[src/design/lptb_pkg.sv]
// ----------------------------------------------------------------------------
// lptb_pkg
// Shared types, constants and helper functions for the link packet time
// budget pipeline.
// ----------------------------------------------------------------------------
package lptb_pkg;

  // Packet mode classes
  localparam logic [1:0] CLS_CODED = 2'd0;
  localparam logic [1:0] CLS_RATE1 = 2'd1;
  localparam logic [1:0] CLS_RATE2 = 2'd2;
  localparam logic [1:0] CLS_BAD   = 2'd3;

  // Airtime constants
  localparam logic [7:0]  CODED_MASK     = 8'h0c;
  localparam logic [15:0] CODED_BASE     = 16'h03d0;
  localparam logic [15:0] CODED_CAP      = 16'h0a90;
  localparam logic [15:0] CODED_FLOOR    = 16'h0e90;
  localparam logic [15:0] RATE1_FLOOR    = 16'h01c8;
  localparam logic [15:0] RATE2_FLOOR    = 16'h00e8;
  localparam logic [15:0] RATE1_PAD      = 16'd14;
  localparam logic [15:0] RATE2_PAD      = 16'd15;
  localparam logic [31:0] INTERVAL_LIMIT = 32'h0000_1d4c;

  // Fixed extra plus two gaps, short and long
  localparam int unsigned TOTAL_W = 18;
  localparam logic [TOTAL_W-1:0] FIXED_SHORT = TOTAL_W'(6 + 2 * 32'h4d);
  localparam logic [TOTAL_W-1:0] FIXED_LONG  = TOTAL_W'(6 + 2 * 32'h96);

  // Stage 1 -> stage 2 word
  typedef struct packed {
    logic        err;
    logic [1:0]  cls1;
    logic [1:0]  cls2;
    logic [15:0] raw1;
    logic [15:0] raw2;
    logic [15:0] cap1;
    logic [15:0] cap2;
    logic        gap_long;
    logic [31:0] avail;
    logic [15:0] span;
  } s1_t;

  // Stage 2 -> stage 3 word
  typedef struct packed {
    logic        err;
    logic [15:0] t1;
    logic [15:0] t2;
    logic        gap_long;
    logic [31:0] avail;
    logic [15:0] span;
  } s2_t;

  // Stage 3 result word
  typedef struct packed {
    logic        err;
    logic [31:0] remaining;
  } res_t;

  // Pipeline stage enables
  typedef struct packed {
    logic en1;
    logic en2;
    logic en3;
  } pipe_en_t;

  function automatic logic [1:0] mode_class(input logic [7:0] mode);
    logic [1:0] c;
    if ((mode & CODED_MASK) != 8'd0) c = CLS_CODED;
    else if (mode == 8'd1)           c = CLS_RATE1;
    else if (mode == 8'd2)           c = CLS_RATE2;
    else                             c = CLS_BAD;
    return c;
  endfunction

  // Airtime before any cap, wrapped to 16 bits
  function automatic logic [15:0] raw_airtime(input logic [1:0] cls,
                                              input logic [15:0] len);
    logic [15:0] p1;
    logic [15:0] p2;
    logic [15:0] r;
    p1 = len + RATE1_PAD;
    p2 = len + RATE2_PAD;
    unique case (cls)
      CLS_CODED: r = {len[9:0], 6'b0} + CODED_BASE;
      CLS_RATE1: r = {p1[12:0], 3'b0};
      CLS_RATE2: r = {p2[13:0], 2'b0};
      default:   r = 16'd0;
    endcase
    return r;
  endfunction

  function automatic logic [15:0] floor_of(input logic [1:0] cls);
    logic [15:0] f;
    unique case (cls)
      CLS_CODED: f = CODED_FLOOR;
      CLS_RATE1: f = RATE1_FLOOR;
      default:   f = RATE2_FLOOR;
    endcase
    return f;
  endfunction

endpackage

[src/design/lptb_stage_raw.sv]
// ----------------------------------------------------------------------------
// lptb_stage_raw
// Stage 1: classifies both modes, forms raw airtimes, folds the two primary
// limits into one and selects the gap.
// ----------------------------------------------------------------------------
module lptb_stage_raw (
  input  logic              clk,
  input  logic              en,
  input  logic [7:0]        first_mode,
  input  logic [7:0]        second_mode,
  input  logic [31:0]       interval_value,
  input  logic [15:0]       first_length,
  input  logic [15:0]       second_length,
  input  logic [15:0]       first_cap_a,
  input  logic [15:0]       first_cap_b,
  input  logic [15:0]       second_cap,
  input  logic [31:0]       available_time,
  input  logic [15:0]       extra_span,
  output lptb_pkg::s1_t     s1
);

  lptb_pkg::s1_t s1_r;
  lptb_pkg::s1_t s1_nxt;

  // Decode and raw airtime
  always_comb begin
    s1_nxt.cls1     = lptb_pkg::mode_class(first_mode);
    s1_nxt.cls2     = lptb_pkg::mode_class(second_mode);
    s1_nxt.err      = (s1_nxt.cls1 == lptb_pkg::CLS_BAD) ||
                      (s1_nxt.cls2 == lptb_pkg::CLS_BAD);
    s1_nxt.raw1     = lptb_pkg::raw_airtime(s1_nxt.cls1, first_length);
    s1_nxt.raw2     = lptb_pkg::raw_airtime(s1_nxt.cls2, second_length);
    s1_nxt.cap1     = (first_cap_a < first_cap_b) ? first_cap_a : first_cap_b;
    s1_nxt.cap2     = second_cap;
    s1_nxt.gap_long = !(interval_value < lptb_pkg::INTERVAL_LIMIT);
    s1_nxt.avail    = available_time;
    s1_nxt.span     = extra_span;
  end

  always_ff @(posedge clk) begin
    if (en) begin
      s1_r <= s1_nxt;
    end
  end

  assign s1 = s1_r;

endmodule

[src/design/lptb_stage_limit.sv]
// ----------------------------------------------------------------------------
// lptb_stage_limit
// Stage 2: applies the caps and the optional per-mode floor to each airtime.
// ----------------------------------------------------------------------------
module lptb_stage_limit (
  input  logic              clk,
  input  logic              en,
  input  logic              floor_en,
  input  lptb_pkg::s1_t     s1,
  output lptb_pkg::s2_t     s2
);

  lptb_pkg::s2_t s2_r;
  lptb_pkg::s2_t s2_nxt;
  logic [15:0]   lim1;
  logic [15:0]   lim2;
  logic [15:0]   fl1;
  logic [15:0]   fl2;
  logic [15:0]   c1;
  logic [15:0]   c2;

  // Cap then floor
  always_comb begin
    lim1 = (s1.cls1 == lptb_pkg::CLS_CODED) ? lptb_pkg::CODED_CAP : s1.cap1;
    lim2 = (s1.cls2 == lptb_pkg::CLS_CODED) ? lptb_pkg::CODED_CAP : s1.cap2;
    c1   = (s1.raw1 < lim1) ? s1.raw1 : lim1;
    c2   = (s1.raw2 < lim2) ? s1.raw2 : lim2;
    fl1  = lptb_pkg::floor_of(s1.cls1);
    fl2  = lptb_pkg::floor_of(s1.cls2);
    s2_nxt.t1       = (floor_en && c1 < fl1) ? fl1 : c1;
    s2_nxt.t2       = (floor_en && c2 < fl2) ? fl2 : c2;
    s2_nxt.err      = s1.err;
    s2_nxt.gap_long = s1.gap_long;
    s2_nxt.avail    = s1.avail;
    s2_nxt.span     = s1.span;
  end

  always_ff @(posedge clk) begin
    if (en) begin
      s2_r <= s2_nxt;
    end
  end

  assign s2 = s2_r;

endmodule

[src/design/lptb_stage_total.sv]
// ----------------------------------------------------------------------------
// lptb_stage_total
// Stage 3: sums the deductions and subtracts from the available time,
// saturating at zero; an invalid mode forces zero.
// ----------------------------------------------------------------------------
module lptb_stage_total (
  input  logic              clk,
  input  logic              en,
  input  lptb_pkg::s2_t     s2,
  output lptb_pkg::res_t    res
);

  lptb_pkg::res_t                 res_r;
  lptb_pkg::res_t                 res_nxt;
  logic [lptb_pkg::TOTAL_W-1:0]   total;
  logic [31:0]                    total_ext;

  // Total fits in 18 bits, so no wrap
  always_comb begin
    total = lptb_pkg::TOTAL_W'(s2.t1) + lptb_pkg::TOTAL_W'(s2.t2) +
            lptb_pkg::TOTAL_W'(s2.span) +
            (s2.gap_long ? lptb_pkg::FIXED_LONG : lptb_pkg::FIXED_SHORT);
    total_ext = 32'(total);
    res_nxt.err = s2.err;
    if (s2.err || s2.avail < total_ext) begin
      res_nxt.remaining = 32'd0;
    end else begin
      res_nxt.remaining = s2.avail - total_ext;
    end
  end

  always_ff @(posedge clk) begin
    if (en) begin
      res_r <= res_nxt;
    end
  end

  assign res = res_r;

endmodule

[src/design/link_packet_time_budget.sv]
// ----------------------------------------------------------------------------
// link_packet_time_budget
// Time left in a link budget after two packet airtimes, an extra span and
// fixed gaps.
// ----------------------------------------------------------------------------
// Usage:
//   Input words arrive on in_valid/in_ready; each one gives exactly one
//   result word on out_valid/out_ready (remaining time and mode error flag).
//   Three register stages: decode and raw airtime, cap and floor, then sum
//   and saturating subtract. The last stage is the output register.
//   An accepted word moves through the three stage registers in order and is
//   shown on out_* from the last. The pipeline takes one word per cycle
//   while out_ready does not stall it. cfg_we/cfg_wdata write the floor
//   enable; write it only while no word is in flight.
//   Reset (rst_n low, synchronous) empties the pipeline and clears the floor
//   enable. When out_ready is low, held words stay in their stages and a
//   stage takes a new word only when it is empty or moving on; in_ready
//   drops once all three stages hold words and out_ready is low.
// ----------------------------------------------------------------------------
module link_packet_time_budget (
  input  logic        clk,
  input  logic        rst_n,
  input  logic        cfg_we,
  input  logic        cfg_wdata,
  input  logic        in_valid,
  output logic        in_ready,
  input  logic [7:0]  in_first_mode,
  input  logic [7:0]  in_second_mode,
  input  logic [31:0] in_interval_value,
  input  logic [15:0] in_first_length,
  input  logic [15:0] in_second_length,
  input  logic [15:0] in_first_cap_a,
  input  logic [15:0] in_first_cap_b,
  input  logic [15:0] in_second_cap,
  input  logic [31:0] in_available_time,
  input  logic [15:0] in_extra_span,
  output logic        out_valid,
  input  logic        out_ready,
  output logic [31:0] out_remaining_time,
  output logic        out_mode_error
);

  logic               floor_en_r;
  logic [2:0]         vld_r;
  logic [2:0]         vld_nxt;
  lptb_pkg::pipe_en_t pen;
  lptb_pkg::s1_t      s1;
  lptb_pkg::s2_t      s2;
  lptb_pkg::res_t     res;

  // Config register
  always_ff @(posedge clk) begin
    if (!rst_n) begin
      floor_en_r <= 1'b0;
    end else if (cfg_we) begin
      floor_en_r <= cfg_wdata;
    end
  end

  // Stage enables: a stage loads when empty or when its word moves on
  always_comb begin
    pen.en3 = !vld_r[2] || out_ready;
    pen.en2 = !vld_r[1] || pen.en3;
    pen.en1 = !vld_r[0] || pen.en2;
    vld_nxt = vld_r;
    if (pen.en1) vld_nxt[0] = in_valid;
    if (pen.en2) vld_nxt[1] = vld_r[0];
    if (pen.en3) vld_nxt[2] = vld_r[1];
  end

  always_ff @(posedge clk) begin
    if (!rst_n) begin
      vld_r <= 3'b000;
    end else begin
      vld_r <= vld_nxt;
    end
  end

  lptb_stage_raw u_raw (
    .clk            (clk),
    .en             (pen.en1),
    .first_mode     (in_first_mode),
    .second_mode    (in_second_mode),
    .interval_value (in_interval_value),
    .first_length   (in_first_length),
    .second_length  (in_second_length),
    .first_cap_a    (in_first_cap_a),
    .first_cap_b    (in_first_cap_b),
    .second_cap     (in_second_cap),
    .available_time (in_available_time),
    .extra_span     (in_extra_span),
    .s1             (s1)
  );

  lptb_stage_limit u_limit (
    .clk      (clk),
    .en       (pen.en2),
    .floor_en (floor_en_r),
    .s1       (s1),
    .s2       (s2)
  );

  lptb_stage_total u_total (
    .clk (clk),
    .en  (pen.en3),
    .s2  (s2),
    .res (res)
  );

  assign in_ready           = pen.en1;
  assign out_valid          = vld_r[2];
  assign out_remaining_time = res.remaining;
  assign out_mode_error     = res.err;

endmodule

[config.mk]
export PLATFORM = sky130hd
export DESIGN_NAME = link_packet_time_budget
export DESIGN_NICKNAME = d
export VERILOG_FILES = /design/src/design/lptb_pkg.sv /design/src/design/lptb_stage_raw.sv /design/src/design/lptb_stage_limit.sv /design/src/design/lptb_stage_total.sv /design/src/design/link_packet_time_budget.sv
export SDC_FILE = /design/constraint.sdc
export NUM_CORES = 1
export LEC_CHECK = 0
export BUFFER_PORTS_ARGS = -buffer_cell sky130_fd_sc_hd__buf_2
export CORE_AREA = 2 2 241 243
export CTS_CLUSTER_DIAMETER = 120
export DETAILED_ROUTE_END_ITERATION = 10
export DIE_AREA = 0 0 243 245
export HOLD_SLACK_MARGIN = 0.02
export PLACE_DENSITY = 0.43
export SETUP_SLACK_MARGIN = 0.05
export SLEW_MARGIN = 20
export SYNTH_ARGS = -nofsm -noshare
export SYNTH_HDL_FRONTEND = slang
export SYNTH_SLANG_ARGS = --single-unit
[constraint.sdc]
create_clock -name clk -period 9 [get_ports clk]
set_clock_uncertainty 0.1 [all_clocks]
set_input_delay 0.9 -clock clk [delete_from_list [all_inputs] [get_ports clk]]
set_output_delay 0.9 -clock clk [all_outputs]
set_load 0.01 [all_outputs]
==> impl_metrics.env <==
export IMPL_power_mw=5.11
export IMPL_path_class="reg2reg"
export IMPL_crit_end="u_total.res[15]"
export IMPL_irDropWorstVdd_mv=0.188
export IMPL_io_buffers=210
export IMPL_vias_per_cell=4.31
export IMPL_worstHoldPathType="reg2reg"
export IMPL_setup_tns_final_ns=0
export IMPL_async_flop_share_pct=0
export IMPL_antenna_found_initial=2
export IMPL_grt_start_max_net_pins=83
export IMPL_finalCriticalPeriod_ns=6.75
export IMPL_slew_headroom_pct=33.2
export IMPL_drc=0
export IMPL_cts_path_max_buffers=3
export IMPL_route_vias_total=9425
export IMPL_critPathCaptureType="flop"
export IMPL_seq_area_frac_synth_pct=51.5
export IMPL_grtUsageTotal_pct=10.8
export IMPL_cp_startpoint="u_limit.s2[49]"
export IMPL_yosysTopAreaCell="edfxtp_1"
export IMPL_clk_pin_slew_worst_paths_ns=0.06
export IMPL_ys_flop_type="edfxtp_1"
export IMPL_reg2reg_from="u_limit.s2[49]"
export IMPL_crit_buf_inv=2
export IMPL_required_ns=9.17
export IMPL_grt_pass1_wl_mm=51.5
export IMPL_finalHoldViolCount=0
export IMPL_rr_worst_depth=26
export IMPL_maxSlewViolCount=0
export IMPL_hpwl_mm=25.5
export IMPL_cts_hold_buf=0
export IMPL_fmax_mhz=148
export IMPL_synth_cell_types=65
export IMPL_syn_to_final_growth_pct=21.3
export IMPL_grt_pass1_vias=9673
export IMPL_maxCapViolCount=0
export IMPL_post_drt_wl_per_cell_um=15.0
export IMPL_drt_total_wl_mm=32.8
export IMPL_die_w_um=243
export IMPL_p_per_area_mw_per_mm2=312
export IMPL_place_congestion=0.873
export IMPL_postLayoutCoreUtil_pct=28.7
export IMPL_ant_nets=0
export IMPL_clockRootBuffer="clkbuf_16"
export IMPL_tightest_slew_ns=0.997
export IMPL_die_area_mm2=0.0595
export IMPL_synth_area_mm2=0.0135
export IMPL_fin_nets=1715
export IMPL_rsz0062_at_grt="no"
export IMPL_layout_drive_gt1_share_pct=21.1
export IMPL_synth_warning_count=0
export IMPL_start_kind="flop"
export IMPL_slowest_delay_ns=0.63
export IMPL_num_fill_cells=5983
export IMPL_start_util_pct=23.7
export IMPL_clock_sinks=233
export IMPL_status="completed"
export IMPL_synth_avg_cell_area_um2=11.4
export IMPL_cts_tree="built"
export IMPL_crit_path_max_fanout=32
export IMPL_rows=88
export IMPL_ctsHtreeMaxLevel=1
export IMPL_reg2reg_to="u_total.res[15]"
export IMPL_arrival_ns=6.92
export IMPL_synth_area_leaders="edfxtp_1, ha_1, nand2_1"
export IMPL_worst_path_dominant_cell_family="compound AO/OA/AOI/OAI gates"
export IMPL_fp_dieH_um=245
export IMPL_synth_most_common_cell="edfxtp_1"
export IMPL_synthTopCellsByCount="edfxtp_1, ha_1, nand2_1, nor2_1, inv_1"
export IMPL_leakagePower_nw=6.94
export IMPL_cts_repair_resized=0
export IMPL_slowest_stage="a41o_2"
export IMPL_io_pins=217
export IMPL_first_pass_iters=5
export IMPL_place_inst=2135
export IMPL_drt_iter0_drc=446
export IMPL_fin_crit_sh_pct=75.0
export IMPL_postCtsSetupBuffers=0
export IMPL_ys_ff_latch=233
export IMPL_cts_buffers=29
export IMPL_clk_latency_ns=0.56
export IMPL_synth_nets=1496
export IMPL_finalNonFillerCells=2185
export IMPL_cp_depth=26
export IMPL_netlist_instances=1182
export IMPL_r2r_slack_ns=2.25
export IMPL_finalSetupViolCount=0
export IMPL_grt_overflow=0
export IMPL_synth_top_area_share_pct=50.9
export IMPL_synth_edf_count=229
export IMPL_fin_hold_ws_ns=0.316
export IMPL_core_mm2=0.0570
power breakdown:
group          internal [mW]  leakage, nW  switching, mW
sequential              1.40         2.52         0.0525
clock                  0.665        0.439          0.451
combinational           1.11         3.97           1.44
total                   3.17         6.94           1.94
worst min path at each step:
stage | to | cells after the start | from
2_1_floorplan | u_limit.s2[0] | 0 | u_raw.s1[0]
3_3_place_gp | u_limit.s2[10] | 0 | u_raw.s1[10]
3_5_place_dp | u_limit.s2[16] | 0 | u_raw.s1[16]
4_1_cts | u_limit.s2[16] | 0 | u_raw.s1[16]
5_1_grt | u_limit.s2[34] | 0 | u_raw.s1[34]
6_report | u_limit.s2[16] | 0 | u_raw.s1[16]
cell families (layout without fill, tap and decap cells):
| logic type | count (synthesis) | in the layout | synth area share [%] |
|---|---|---|---|
| flip-flops | 233 | 233 | 51.5 |
| XOR/XNOR | 92 | 92 | 5.97 |
| AND/OR/NAND/NOR | 368 | 368 | 13.2 |
| AO/OA/AOI/OAI | 238 | 238 | 11.7 |
| multiplexers | 28 | 28 | 2.30 |
| other | 0 | 1 | 0 |
| buffers and inverters | 91 | 328 | 2.61 |
| adder cells (fa/ha/maj) | 132 | 132 | 12.6 |
worst register-to-register path, cell delays in order (launching register included):
cell and delay, ns:
edfxtp_1 0.33, ha_1 0.17, inv_1 0.05, fa_1 0.39, nor2b_1 0.12, o21ai_0 0.10
a21boi_0 0.26, o21ai_0 0.14, a21boi_0 0.34, o21ai_0 0.12, nand2b_1 0.09, xnor2_1 0.11
fa_1 0.49, inv_1 0.04, ha_1 0.34, nand3_1 0.09, a21oi_1 0.18, nor2_1 0.09
a21oi_1 0.23, a311o_1 0.25, a31oi_1 0.13, ha_1 0.25, or4_1 0.53, or3_1 0.36
a21oi_1 0.40, a41o_2 0.63, nor2_1 0.11
layout by cell type, fill, tap and decap left out, drive strengths merged, types with 18 or more instances in the layout:
cell and instances:
ha 125, edfxtp 229, clkbuf 29, mux2 24, nor2 96, o21ai 59, nand3 24, buf 215
nand2b 18, nor3 20, inv 65, xnor2 44, a21oi 48, nand2 114, a21o 34, xor2 48
layer usage:
metal / wire length [um] / vias to the layer above / track usage, %
li1: - / 4826 / -
met3: 1540 / 60 / 1.92
met1: 14700 / 4354 / 13.6
met5: 0 / - / 0
met4: 1000 / 0 / 3.79
met2: 15500 / 185 / 18.7
cell type report:
type | count | area (um2) | area share (%)
sequential | 233 | 6960 | 42.5
timing repair buffer | 215 | 1090 | 6.67
clock buffer | 29 | 726 | 4.43
inverter | 64 | 240 | 1.47
clock inverter | 20 | 178 | 1.09
multi-input combinational | 858 | 6220 | 38.0
antenna | 1 | 2.50 | 0.0153
tap | 765 | 957 | 5.85
sequential cells by signal, summed over array words and instances (netlist names):
signal       count
u_raw.s1       114
u_limit.s2      82
vld_r            3
u_total.res     33
floor_en_r       1
per-stage QoR:
step,area [um2],setup slack (ns)
finish,16400,2.25
global route,16400,1.46
CTS,16400,1.82
detailed placement,15500,1.86
global placement,15500,1.88
floorplan,13500,3.25
Note: power is estimated with default switching activity, not from simulation.
